--- config.mk ---
export PLATFORM = sky130hd
export DESIGN_NAME = utf8_to_code_point_decoder_unit
export DESIGN_NICKNAME = d
export VERILOG_FILES = /design/src/hw/rtl/u8dec_pkg.sv /design/src/hw/rtl/u8dec_in_reg.sv /design/src/hw/rtl/u8dec_core.sv /design/src/hw/rtl/u8dec_out_reg.sv /design/src/hw/rtl/utf8_to_code_point_decoder_unit.sv
export SDC_FILE = /design/constraint.sdc
export NUM_CORES = 1
export LEC_CHECK = 0
export BUFFER_PORTS_ARGS = -buffer_cell sky130_fd_sc_hd__buf_2
export CAP_MARGIN = 40
export CORE_MARGIN = 3
export CORE_UTILIZATION = 58
export DETAILED_ROUTE_END_ITERATION = 16
export GPL_TIMING_DRIVEN = 0
export MAX_ROUTING_LAYER = met4
export PLACE_DENSITY = 0.83
export REMOVE_ABC_BUFFERS = 1
export SYNTH_ARGS = -nofsm -noshare
export SYNTH_HDL_FRONTEND = slang
export SYNTH_SLANG_ARGS = --single-unit
--- constraint.sdc ---
create_clock -name clk -period 7.5 [get_ports clk]
set_input_delay 1.125 -clock clk [delete_from_list [all_inputs] [get_ports clk]]
set_output_delay 1.125 -clock clk [all_outputs]
set_load 0.02 [all_outputs]
--- src/hw/rtl/u8dec_pkg.sv ---
package u8dec_pkg;

  // Lead byte thresholds
  localparam logic [7:0] LEAD2_MIN = 8'hC0;
  localparam logic [7:0] LEAD3_MIN = 8'hE0;
  localparam logic [7:0] LEAD4_MIN = 8'hF0;

  // Value bit masks for each byte kind
  localparam logic [7:0] MASK_ASCII = 8'h7F;
  localparam logic [7:0] MASK_LEAD2 = 8'h1F;
  localparam logic [7:0] MASK_LEAD3 = 8'h0F;
  localparam logic [7:0] MASK_LEAD4 = 8'h07;
  localparam logic [7:0] MASK_CONT  = 8'h3F;

  localparam int unsigned CP_W = 21;

  typedef struct packed {
    logic [7:0] in_byte;
    logic       end_of_buffer;
  } in_t;

  typedef struct packed {
    logic [CP_W-1:0] code_point;
    logic            decode_error;
    logic            final_result;
  } out_t;

endpackage

--- src/hw/rtl/u8dec_in_reg.sv ---
module u8dec_in_reg (
  input  logic           clk,
  input  logic           rst,
  input  logic           in_valid,
  output logic           in_stall,
  input  u8dec_pkg::in_t in_data,
  input  logic           advance,
  output logic           item_valid,
  output u8dec_pkg::in_t item
);
  import u8dec_pkg::*;

  // Hold the byte while the decode stage cannot move it on
  assign in_stall = item_valid && !advance;

  always_ff @(posedge clk) begin
    if (rst) begin
      item_valid <= 1'b0;
    end else if (!in_stall) begin
      item_valid <= in_valid;
    end
  end

  always_ff @(posedge clk) begin
    if (in_valid && !in_stall) begin
      item <= in_data;
    end
  end

endmodule

--- src/hw/rtl/u8dec_core.sv ---
module u8dec_core (
  input  logic            clk,
  input  logic            rst,
  input  logic            advance,
  input  u8dec_pkg::in_t  item,
  output logic            has_result,
  output u8dec_pkg::out_t result
);
  import u8dec_pkg::*;

  logic [1:0]      bytes_pending, bytes_pending_next;
  logic [CP_W-1:0] partial_value, partial_value_next;
  logic [1:0]      pend_dec;
  logic [CP_W-1:0] shifted;
  logic            open_seq;

  assign pend_dec = bytes_pending - 2'd1;
  assign shifted  = {partial_value[CP_W-7:0], 6'b0} | {{(CP_W-8){1'b0}}, item.in_byte & MASK_CONT};

  // Decode one byte against the sequence state
  always_comb begin
    bytes_pending_next = bytes_pending;
    partial_value_next = partial_value;
    has_result         = 1'b0;
    result             = '0;
    open_seq           = 1'b0;
    if (bytes_pending == 2'd0) begin
      if (item.in_byte < LEAD2_MIN) begin
        has_result          = 1'b1;
        result.code_point   = {{(CP_W-8){1'b0}}, item.in_byte & MASK_ASCII};
        result.final_result = item.end_of_buffer;
      end else if (item.in_byte < LEAD3_MIN) begin
        partial_value_next = {{(CP_W-8){1'b0}}, item.in_byte & MASK_LEAD2};
        bytes_pending_next = 2'd1;
        open_seq           = 1'b1;
      end else if (item.in_byte < LEAD4_MIN) begin
        partial_value_next = {{(CP_W-8){1'b0}}, item.in_byte & MASK_LEAD3};
        bytes_pending_next = 2'd2;
        open_seq           = 1'b1;
      end else begin
        partial_value_next = {{(CP_W-8){1'b0}}, item.in_byte & MASK_LEAD4};
        bytes_pending_next = 2'd3;
        open_seq           = 1'b1;
      end
    end else if (pend_dec == 2'd0) begin
      // last continuation byte completes the code point
      has_result          = 1'b1;
      result.code_point   = shifted;
      result.final_result = item.end_of_buffer;
      partial_value_next  = '0;
      bytes_pending_next  = 2'd0;
    end else begin
      partial_value_next = shifted;
      bytes_pending_next = pend_dec;
      open_seq           = 1'b1;
    end

    // buffer ended inside a sequence
    if (open_seq && item.end_of_buffer) begin
      has_result          = 1'b1;
      result              = '0;
      result.decode_error = 1'b1;
      result.final_result = 1'b1;
      partial_value_next  = '0;
      bytes_pending_next  = 2'd0;
    end
  end

  always_ff @(posedge clk) begin
    if (rst) begin
      bytes_pending <= 2'd0;
      partial_value <= '0;
    end else if (advance) begin
      bytes_pending <= bytes_pending_next;
      partial_value <= partial_value_next;
    end
  end

endmodule

--- src/hw/rtl/u8dec_out_reg.sv ---
module u8dec_out_reg (
  input  logic            clk,
  input  logic            rst,
  input  logic            load_valid,
  input  u8dec_pkg::out_t load_data,
  output logic            ready,
  output logic            out_valid,
  input  logic            out_stall,
  output u8dec_pkg::out_t out_data
);
  import u8dec_pkg::*;

  // Register can take a new result when empty or being drained
  assign ready = !out_valid || !out_stall;

  always_ff @(posedge clk) begin
    if (rst) begin
      out_valid <= 1'b0;
    end else if (ready) begin
      out_valid <= load_valid;
    end
  end

  always_ff @(posedge clk) begin
    if (ready && load_valid) begin
      out_data <= load_data;
    end
  end

endmodule

--- src/hw/rtl/utf8_to_code_point_decoder_unit.sv ---
// UTF-8 byte stream to code point decoder.
// Input channel: in_valid / in_stall carry one byte per transaction in
// in_data, with end_of_buffer set on the last byte of a buffer.
// Output channel: out_valid / out_stall carry one result per transaction
// in out_data: a 21-bit code point, an error flag when the buffer ended
// inside a multi-byte sequence, and a flag on the buffer's last result.
// Lead and middle bytes of a sequence produce no output transaction,
// except an error result when end_of_buffer is set on one of them.
// A byte passes from the input register, loaded when it is accepted,
// through the combinational decode into the result register.
// Throughput: one byte per cycle while the receiver does not stall, the
// decode between the input and result registers being combinational.
// Reset (rst, synchronous) empties both registers and returns the decoder
// to the idle state with no sequence open.
// When the receiver stalls, the held result stays put; one more byte can
// be taken into the input register, after which in_stall rises until the
// result is taken.
module utf8_to_code_point_decoder_unit (
  input  logic            clk,
  input  logic            rst,
  input  logic            in_valid,
  output logic            in_stall,
  input  u8dec_pkg::in_t  in_data,
  output logic            out_valid,
  input  logic            out_stall,
  output u8dec_pkg::out_t out_data
);
  import u8dec_pkg::*;

  logic item_valid;
  in_t  item;
  logic out_ready;
  logic advance;
  logic has_result;
  out_t result;

  assign advance = item_valid && out_ready;

  u8dec_in_reg u_in_reg (
    .clk        (clk),
    .rst        (rst),
    .in_valid   (in_valid),
    .in_stall   (in_stall),
    .in_data    (in_data),
    .advance    (advance),
    .item_valid (item_valid),
    .item       (item)
  );

  u8dec_core u_core (
    .clk        (clk),
    .rst        (rst),
    .advance    (advance),
    .item       (item),
    .has_result (has_result),
    .result     (result)
  );

  u8dec_out_reg u_out_reg (
    .clk        (clk),
    .rst        (rst),
    .load_valid (advance && has_result),
    .load_data  (result),
    .ready      (out_ready),
    .out_valid  (out_valid),
    .out_stall  (out_stall),
    .out_data   (out_data)
  );

endmodule

==> results.json <==
{
  "insertedDiodeCount": 0,
  "cts_buffers": 5,
  "finalCritPeriodShare": 0.366,
  "grt.busiest_layer": "met2",
  "worst_pin_slew_ns": 0.736,
  "final_cells": 248,
  "path_class": "in -> out",
  "synth_area_mm2": 0.00207,
  "hold_violations": 0,
  "worst_setup_path_start_kind": "primary input",
  "clock_latency_ns": 0.38,
  "grtUsageMet3": 0.0410,
  "r2r_start": "u_core.bytes_pending[1]",
  "worstHoldPathType": "reg -> reg",
  "r2r_cells": 6,
  "setup_viol": 0,
  "clockRootBuffer": "clkbuf_4",
  "dr.pass1.iters": 4,
  "grt_overflow": 0,
  "ir_worst_vdd_mv": 0.121,
  "viasPerCell": 5.79,
  "yosysSeqAreaShare": 0.649,
  "synth.top_cell.area_share": 0.465,
  "powerDensity_mw_per_mm2": 209,
  "period_needed_ns": 2.74,
  "p_leak_nw": 0.868,
  "post_cts_buffers": 0,
  "wl_per_cell_um": 15.3,
  "cts_sinks": 51,
  "cts_tree": "done",
  "drt-initial-drc-count": 57,
  "ant_nets": 0,
  "die_h_um": 65.7,
  "drt_wl_total_um": 3800,
  "dp_hpwl_um": 2660,
  "cts_buffer_depth": 2,
  "ys_warn_count": 0,
  "slew_headroom": 0.506,
  "crit_path_start": "out_stall",
  "setup_ws_ns": 4.76,
  "critPathCaptureType": "primary output",
  "ys_ff_latch": 51,
  "core_area_mm2": 0.00339,
  "max_freq_mhz": 364,
  "cap_violations": 0,
  "fp.dieArea_mm2": 0.00432,
  "io_pins": 38,
  "antenna_found_initial": 0,
  "synthCells": 165,
  "routabilityCongestion": 0.880,
  "r2r_end": "u_out_reg.out_data[1]",
  "synth.top_cells.by_area": "edfxtp_1, dfxtp_1, and2_1, a21oi_1, o21ai_0",
  "synth-async-reset-ratio": 0,
  "grt_max_degree": 19,
  "synthFlopType": "edfxtp_1",
  "synthDistinctLibCells": 35,
  "grtUsageTotal": 0.204,
  "rows": 21,
  "crit_end": "in_stall",
  "path_clk_slew_ns": 0.15,
  "grt_pass1_wl_um": 6330,
  "fin_skew_ns": 0.0163,
  "cp_max_fo": 4,
  "numPortBuffers": 37,
  "required_ns": 6.38,
  "rsz0062_at_grt": "false",
  "dpl_worst_slack_ns": 4.76,
  "place_inst": 240,
  "drc": 0,
  "use_met1": 0.240,
  "status": "complete, no violations",
  "vias": 1435,
  "grtUsageMet2": 0.332,
  "syn_avg_cell_area_um2": 12.5,
  "finalInstanceArea_mm2": 0.00234,
  "yosysTopAreaCell": "edfxtp_1",
  "grt_pass1_vias": 1357,
  "n_fill_cell": 250,
  "die_w_um": 65.7,
  "worstPathArrival_ns": 1.62,
  "start_util": 0.610,
  "fin_util": 0.690,
  "placed_area_mm2": 0.00228,
  "tns_ns": 0,
  "ctsHoldBuffers": 0,
  "areaGrowthSynthToFinish_pct": 13.1,
  "reg2reg_slack_ns": 5.25,
  "drive_above_1_share": 0.277,
  "cts_max_level": 2,
  "nets": 217,
  "postCtsResizedCells": 0,
  "slew_violations": 0,
  "synth_edf_count": 32
}
## synthesized netlist by cell type (2+ instances only)
| cell | n |
|---|---|
| edfxtp_1 | 32 |
| dfxtp_1 | 19 |
| a21oi_1 | 14 |
| and2_1 | 14 |
| o21ai_0 | 14 |
| nand4_1 | 11 |
| and3_1 | 7 |
| inv_1 | 7 |
| nand2_1 | 4 |
| nor2_1 | 4 |
| buf_2 | 3 |
| clkbuf_1 | 3 |
| ha_1 | 3 |
| o2111ai_1 | 3 |
| o211ai_1 | 3 |
| a21boi_2 | 2 |
| buf_4 | 2 |
| o21a_1 | 2 |
| o32ai_1 | 2 |
## metrics by stage
| step | hold slack, ns | power [W] |
|---|---|---|
| after floorplan | 0.439 | 0.000349 |
| final | 0.484 | 0.000488 |
| after global placement | 0.455 | 0.000364 |
| after detailed placement | 0.472 | 0.000368 |
| after CTS | 0.486 | 0.000489 |
| after global routing | 0.510 | 0.000508 |
## worst min-delay path by stage
stage | start | end | slack (ns) | cells past startpoint
final | u_core.partial_value[4] | u_core.partial_value[10] | 0.48 | 2
after global placement | u_core.partial_value[9] | u_core.partial_value[9] | 0.45 | 2
after floorplan | u_core.partial_value[10] | u_core.partial_value[10] | 0.44 | 2
after detailed placement | u_core.partial_value[13] | u_core.partial_value[13] | 0.47 | 2
after CTS | u_core.partial_value[4] | u_core.partial_value[10] | 0.49 | 2
after global routing | u_core.partial_value[14] | u_core.partial_value[14] | 0.51 | 2
## registers in the layout (all words and copies together) (netlist names)
signal	flops
u_out_reg.out_data	23
u_core.partial_value	15
u_in_reg.item	9
u_in_reg.item_valid	1
u_core.bytes_pending	2
u_out_reg.out_valid	1
## cell families (layout without fill, tap and decap cells)
kind of cell | count (synthesis) | after routing | share of synthesized area
buf+inv | 16 | 53 | 0.0381
simple gates | 47 | 47 | 0.139
flops | 51 | 51 | 0.649
compound gates | 48 | 48 | 0.157
fa+ha+maj | 3 | 3 | 0.0182
## metal layers
layer  share of wire  routed length [um]  vias to the layer above
met4           0.012                  44                        0
met1            0.40                1500                      683
met2            0.53                2000                       55
li1                -                   -                      692
met3           0.067                 255                        5
met5               0                   0                        -
## placed cells by master, fill, tap and decap left out, types with 2 or more instances in the layout
cell type / count
o32ai_1: 2
and3_1: 7
buf_2: 37
edfxtp_1: 32
dfxtp_1: 19
ha_1: 3
o21ai_0: 14
and2_1: 14
nand2_1: 4
a21oi_1: 14
nand4_1: 11
o211ai_1: 3
a21boi_2: 2
clkinv_4: 2
o2111ai_1: 3
clkbuf_4: 5
nor2_1: 3
inv_1: 7
o21a_1: 2
## worst max-delay path, stage by stage
cell,delay [ns]
buf_2,0.11
and3_1,0.20
buf_2,0.18
## power breakdown
part	internal [W]	total, W	leakage, nW	switching (W)
Sequential	0.000309	0.000314	0.461	0.00000537
Clock	0.0000377	0.000126	0.0314	0.0000883
Combinational	0.0000144	0.0000476	0.376	0.0000332
## area by class of cell
cell class | instances | area, um2 | area share
flip-flops and latches | 51 | 1340 | 0.574
multi-input cells | 98 | 651 | 0.278
repair buffers | 38 | 200 | 0.0856
well taps | 46 | 57.6 | 0.0246
clock buffers | 5 | 37.5 | 0.0161
inverters | 7 | 26.3 | 0.0112
clock inverters | 3 | 25.0 | 0.0107
Power figures use the tool's default switching activity.
